===== config.mk =====
export PLATFORM = sky130hd
export DESIGN_NAME = afrf_mod
export DESIGN_NICKNAME = d
export VERILOG_FILES = /design/src/rtl/core/afrf_pkg.sv /design/src/rtl/core/afrf_mod.sv
export SDC_FILE = /design/constraint.sdc
export NUM_CORES = 1
export LEC_CHECK = 0
export ABC_AREA = 1
export ABC_CLOCK_PERIOD_IN_PS = 1950
export BUFFER_PORTS_ARGS = -buffer_cell sky130_fd_sc_hd__buf_2
export CAP_MARGIN = 20
export CORE_MARGIN = 5
export CORE_UTILIZATION = 29
export DETAILED_ROUTE_END_ITERATION = 8
export PLACE_DENSITY_LB_ADDON = 0.15
export SLEW_MARGIN = 25
export SYNTH_ARGS = -nofsm -noshare
export SYNTH_HDL_FRONTEND = slang
export SYNTH_SLANG_ARGS = --single-unit
export TNS_END_PERCENT = 10

===== constraint.sdc =====
create_clock -name aclk -period 1.95 [get_ports aclk]
set_clock_uncertainty 0.05 [all_clocks]
set_input_delay 0.0975 -clock aclk [delete_from_list [all_inputs] [get_ports aclk]]
set_output_delay 0.0975 -clock aclk [all_outputs]
set_load 0.005 [all_outputs]

===== src/rtl/core/afrf_pkg.sv =====
package afrf_pkg;

    localparam int DEF_MAX_FRAMES = 4096;
    localparam int DEF_FRAME_BITS = 32;
    localparam int CAP_RESET      = 4096;

    localparam int OP_W   = 3;
    localparam int OFF_W  = 12;
    localparam int LEN_W  = 13;
    localparam int TAG_W  = 16;
    localparam int CAP_W  = 13;
    localparam int FILL_W = 13;

    typedef enum logic [OP_W-1:0] {
        OP_PUSH   = 3'd0,
        OP_PEEK   = 3'd1,
        OP_REMOVE = 3'd2,
        OP_MARK   = 3'd3,
        OP_CLEAR  = 3'd4
    } afrf_op_t;

    typedef enum logic [1:0] {
        ST_IDLE,
        ST_MOD,
        ST_EXEC,
        ST_DONE
    } afrf_state_t;

endpackage


===== src/rtl/core/afrf_mod.sv =====
module afrf_mod
    import afrf_pkg::*;
#(
    parameter int CNT_W = 13
) (
    input  logic             aclk,
    input  logic             aresetn,
    input  logic             start,
    input  logic [OFF_W-1:0] dividend,
    input  logic [CNT_W-1:0] divisor,
    output logic             done,
    output logic [CNT_W-1:0] remainder
);

    localparam int CW     = ((CNT_W > OFF_W) ? CNT_W : OFF_W) + 1;
    localparam int STEP_W = $clog2(OFF_W + 1);

    logic              busy_reg, busy_next;
    logic              done_reg, done_next;
    logic [STEP_W-1:0] step_reg, step_next;
    logic [OFF_W-1:0]  dvd_reg, dvd_next;
    logic [CW-1:0]     rem_reg, rem_next;
    logic [CW-1:0]     cand;
    logic [CW-1:0]     cand_sub;
    logic              fast;

    always_comb begin
        cand     = {rem_reg[CW-2:0], dvd_reg[OFF_W-1]};
        cand_sub = (cand >= CW'(divisor)) ? (cand - CW'(divisor)) : cand;
        fast     = CW'(dividend) < CW'(divisor);

        busy_next = busy_reg;
        done_next = 1'b0;
        step_next = step_reg;
        dvd_next  = dvd_reg;
        rem_next  = rem_reg;
        if (start) begin
            if (fast) begin
                rem_next  = CW'(dividend);
                done_next = 1'b1;
            end else begin
                busy_next = 1'b1;
                step_next = STEP_W'(OFF_W);
                dvd_next  = dividend;
                rem_next  = '0;
            end
        end else if (busy_reg) begin
            rem_next  = cand_sub;
            dvd_next  = {dvd_reg[OFF_W-2:0], 1'b0};
            step_next = step_reg - STEP_W'(1);
            if (step_reg == STEP_W'(1)) begin
                busy_next = 1'b0;
                done_next = 1'b1;
            end
        end
    end

    always_ff @(posedge aclk) begin
        if (!aresetn) begin
            busy_reg <= 1'b0;
            done_reg <= 1'b0;
            step_reg <= '0;
        end else begin
            busy_reg <= busy_next;
            done_reg <= done_next;
            step_reg <= step_next;
        end
    end

    always_ff @(posedge aclk) begin
        dvd_reg <= dvd_next;
        rem_reg <= rem_next;
    end

    assign done      = done_reg;
    assign remainder = rem_reg[CNT_W-1:0];

endmodule

==> run_summary.xml <==
<?xml version="1.0" encoding="UTF-8"?>
<metrics>
  <group name="status">
    <metric name="status" unit="">finished, final reports clean</metric>
  </group>
  <group name="drt">
    <metric name="detail_route.first_pass.iterations" unit="">4</metric>
    <metric name="totalWireLength" unit="mm">7.837</metric>
    <metric name="wl_per_cell" unit="um">12.56</metric>
    <metric name="antenna_violating_nets_post_route" unit="">0</metric>
    <metric name="initialDrtViolationCount" unit="">81</metric>
    <metric name="vias" unit="">2710</metric>
    <metric name="route.detailed.vias_per_inst" unit="">4.343</metric>
    <metric name="drt_drc_violations_left" unit="">0</metric>
  </group>
  <group name="sta">
    <metric name="setup-tns-final" unit="ns">0</metric>
    <metric name="rsz0062_at_grt" unit="">true</metric>
    <metric name="final_max_slew_viol_count" unit="">0</metric>
    <metric name="worst_pin_slew" unit="ns">0.3956</metric>
    <metric name="min_period" unit="ns">1.947</metric>
    <metric name="slew_headroom" unit="%">73.46</metric>
    <metric name="min_period_over_period" unit="%">99.83</metric>
    <metric name="final-hold-violation-count" unit="">0</metric>
    <metric name="max_freq" unit="MHz">513.7</metric>
    <metric name="setup_viol" unit="">0</metric>
  </group>
  <group name="setup_path">
    <metric name="worst_ep_required_time" unit="ns">1.94</metric>
    <metric name="end_kind" unit="">flip-flop</metric>
    <metric name="critPathArrivalTime" unit="ns">1.94</metric>
    <metric name="worstSetupPathType" unit="">reg2reg</metric>
    <metric name="crit_fanout" unit="">11</metric>
    <metric name="crit_path_start_kind" unit="">flip-flop</metric>
  </group>
  <group name="finish">
    <metric name="insertedDiodeCount" unit="">0</metric>
    <metric name="layout_cells_sized_above_1" unit="%">30.55</metric>
    <metric name="area_delta_synth_final" unit="%">33.76</metric>
    <metric name="final_net_count" unit="">545</metric>
    <metric name="final_core_utilization" unit="%">39.29</metric>
    <metric name="largest_register_ffs" unit="">13</metric>
  </group>
  <group name="flow_run">
    <metric name="maxCapViolCount" unit="">0</metric>
  </group>
  <group name="die">
    <metric name="die-width" unit="um">108.8</metric>
    <metric name="core_area" unit="um^2">9639</metric>
    <metric name="rows" unit="">36</metric>
    <metric name="dieArea" unit="um^2">11840</metric>
    <metric name="die-height" unit="um">108.8</metric>
    <metric name="start_util" unit="%">29.37</metric>
    <metric name="boundaryPins" unit="">42</metric>
  </group>
  <group name="synthesis">
    <metric name="library_cell_with_the_highest_instance_count_after_synthesis" unit="">sky130_fd_sc_hd__nand2_1</metric>
    <metric name="synth_top_cell_area_share" unit="%">26.51</metric>
    <metric name="synth.ff_latch_count" unit="">31</metric>
    <metric name="yosys-top-cells-area" unit="">sky130_fd_sc_hd__edfxtp_1, sky130_fd_sc_hd__nand2_1, sky130_fd_sc_hd__ha_1</metric>
    <metric name="proportion_of_synthesized_chip_area_in_sequential_cells" unit="%">30.76</metric>
    <metric name="synth_cell_types" unit="">33</metric>
    <metric name="syn-num-nets" unit="">459</metric>
    <metric name="synthesis.yosys.warnings" unit="">0</metric>
    <metric name="synth.largest_area_cell" unit="">sky130_fd_sc_hd__edfxtp_1</metric>
    <metric name="postSynthAreaPerCell" unit="um^2">7.009</metric>
    <metric name="ys_dominant_reg_cell" unit="">sky130_fd_sc_hd__edfxtp_1</metric>
    <metric name="synth_common_cells" unit="">sky130_fd_sc_hd__nand2_1, sky130_fd_sc_hd__inv_1, sky130_fd_sc_hd__nand3_1</metric>
    <metric name="async_reset_ff_share" unit="%">0</metric>
    <metric name="post_synth_edffs" unit="">25</metric>
    <metric name="syn-instance-count" unit="">404</metric>
    <metric name="post_synth_instance_area" unit="um^2">2831</metric>
  </group>
  <group name="placed_design">
    <metric name="dp_hpwl" unit="mm">6.373</metric>
    <metric name="port_buffers" unit="">41</metric>
    <metric name="routabilityCongestion" unit="">0.8782</metric>
  </group>
  <group name="cts">
    <metric name="holdBufCountCts" unit="">0</metric>
    <metric name="tritoncts_num_sinks" unit="">31</metric>
    <metric name="clk_pin_slew" unit="ns">0.07</metric>
    <metric name="cts_buffers" unit="">5</metric>
    <metric name="max_buffers_root_to_sink" unit="">2</metric>
    <metric name="tritoncts" unit="">built</metric>
    <metric name="clock_latency" unit="ns">0.28</metric>
    <metric name="clock_tree.root_cell" unit="">sky130_fd_sc_hd__clkbuf_8</metric>
    <metric name="htreeDepth" unit="">2</metric>
  </group>
  <group name="global_routing">
    <metric name="grt_pass1_vias" unit="">2794</metric>
    <metric name="grt_first_pass_wirelength" unit="mm">12.92</metric>
    <metric name="grt.overflow.total" unit="">0</metric>
    <metric name="grt_max_degree" unit="">19</metric>
    <metric name="grt_usage" unit="%">13.93</metric>
    <metric name="grt_antenna_before_repair" unit="">0</metric>
  </group>
  <group name="pwr">
    <metric name="power_per_cell_area" unit="nW/um^2">754.8</metric>
    <metric name="power.leakage" unit="nW">1.991</metric>
    <metric name="ir_drop" unit="mV">0.2465</metric>
  </group>
  <group name="min_path">
    <metric name="hold_class" unit="">in2reg</metric>
  </group>
</metrics>
-- where the power goes --
part	leakage (nW)	internal, W	total, W	switching (W)
logic	1.65	0.000685	0.00146	0.000777
registers	0.296	0.000825	0.000883	0.0000577
clock network	0.0455	0.000251	0.000514	0.000264
-- placed cells by master, fill, tap and decap left out, types with 2 or more instances in the layout --
master	n
sky130_fd_sc_hd__nand2_1	140
sky130_fd_sc_hd__inv_1	72
sky130_fd_sc_hd__buf_2	41
sky130_fd_sc_hd__buf_4	40
sky130_fd_sc_hd__nand3_1	27
sky130_fd_sc_hd__edfxtp_1	25
sky130_fd_sc_hd__nor2_1	16
sky130_fd_sc_hd__nand4_1	14
sky130_fd_sc_hd__ha_1	14
sky130_fd_sc_hd__nand2_2	13
sky130_fd_sc_hd__ha_4	12
sky130_fd_sc_hd__a21oi_1	11
sky130_fd_sc_hd__nand3_2	10
sky130_fd_sc_hd__inv_2	8
sky130_fd_sc_hd__dfxtp_1	6
sky130_fd_sc_hd__clkbuf_8	5
sky130_fd_sc_hd__nor2_4	3
sky130_fd_sc_hd__nor2_2	3
sky130_fd_sc_hd__xor2_1	3
sky130_fd_sc_hd__xnor2_1	3
sky130_fd_sc_hd__o21ai_1	3
sky130_fd_sc_hd__o21ai_0	3
sky130_fd_sc_hd__buf_12	3
sky130_fd_sc_hd__nand2_4	2
sky130_fd_sc_hd__nand3_4	2
sky130_fd_sc_hd__or2_2	2
-- routing by layer --
metal / track usage, % / vias up / part of all wire (%)
li1: - / 1442 / -
met1: 17.66 / 1229 / 47
met2: 25.07 / 32 / 49
met3: 2.072 / 7 / 2.3
met4: 2.795 / 0 / 1.0
met5: 0 / - / 0
-- stage by stage --
stage / setup slack [ns] / instance area, um^2 / cells / total power, W / hold WS (ns)
6_report: 0.003330 / 3787 / 624 / 0.002859 / 0.03910
3_5_place_dp: -0.06722 / 3583 / 612 / 0.002263 / 0.3379
4_1_cts: -0.001289 / 3715 / 622 / 0.002854 / 0.02780
5_1_grt: -0.1192 / 3787 / 624 / 0.003110 / 0.04585
3_3_place_gp: -0.04662 / 3583 / 612 / 0.002258 / 0.3341
2_1_floorplan: -0.002175 / 2947 / 404 / 0.001790 / 0.1737
-- area by class of cell --
type                            count  area (um^2)
Sequential cell                    31        870.8
Fill cell                        1090         5852
Tap cell                          133        166.4
Timing Repair Buffer               84        565.5
Clock inverter                      2        11.26
Inverter                           81        304.0
Multi-Input combinational cell    287         1797
Clock buffer                        6        72.57
-- path summary, 6_finish.rpt --
kind,startpoint,end,slack (ns),depth (start not counted)
worst max-delay path,rem_reg[2],rem_reg[6],0.003,9
worst min-delay path,aresetn,step_reg[2],0.04,3
worst max register to register,rem_reg[2],rem_reg[6],0.003,9
worst min register to register,step_reg[1],step_reg[1],0.41,2
-- repair_timing --
action                                  CTS  global route
endpoints found under the setup margin   13            13
gates resized for setup                   3            10
setup buffers                             2             2
pin swaps                                 0             6
cloned                                    0             0
-- critical path, cell delays in order (launching register included) --
cell,delay [ns]
sky130_fd_sc_hd__edfxtp_1,0.44
sky130_fd_sc_hd__ha_4,0.31
sky130_fd_sc_hd__nand2_1,0.08
sky130_fd_sc_hd__nor2_1,0.24
sky130_fd_sc_hd__nand3_4,0.12
sky130_fd_sc_hd__nand3_4,0.14
sky130_fd_sc_hd__buf_12,0.15
sky130_fd_sc_hd__nand2_2,0.06
sky130_fd_sc_hd__nand3_2,0.06
sky130_fd_sc_hd__nand2_1,0.05
-- logic make-up (layout without fill, tap and decap cells) --
| logic type | count (synthesis) | in the layout | synth area share, % |
|---|---|---|---|
| DFF | 31 | 31 | 30.76 |
| xor gates and xnor gates | 6 | 6 | 1.856 |
| buffers and inverters | 86 | 173 | 12.15 |
| AOI/OAI and AO/OA | 21 | 21 | 4.551 |
| and+or+nand+nor | 233 | 233 | 38.49 |
| adders and majority gates | 27 | 27 | 12.20 |
No activity file was read; power rests on OpenSTA's default activity.
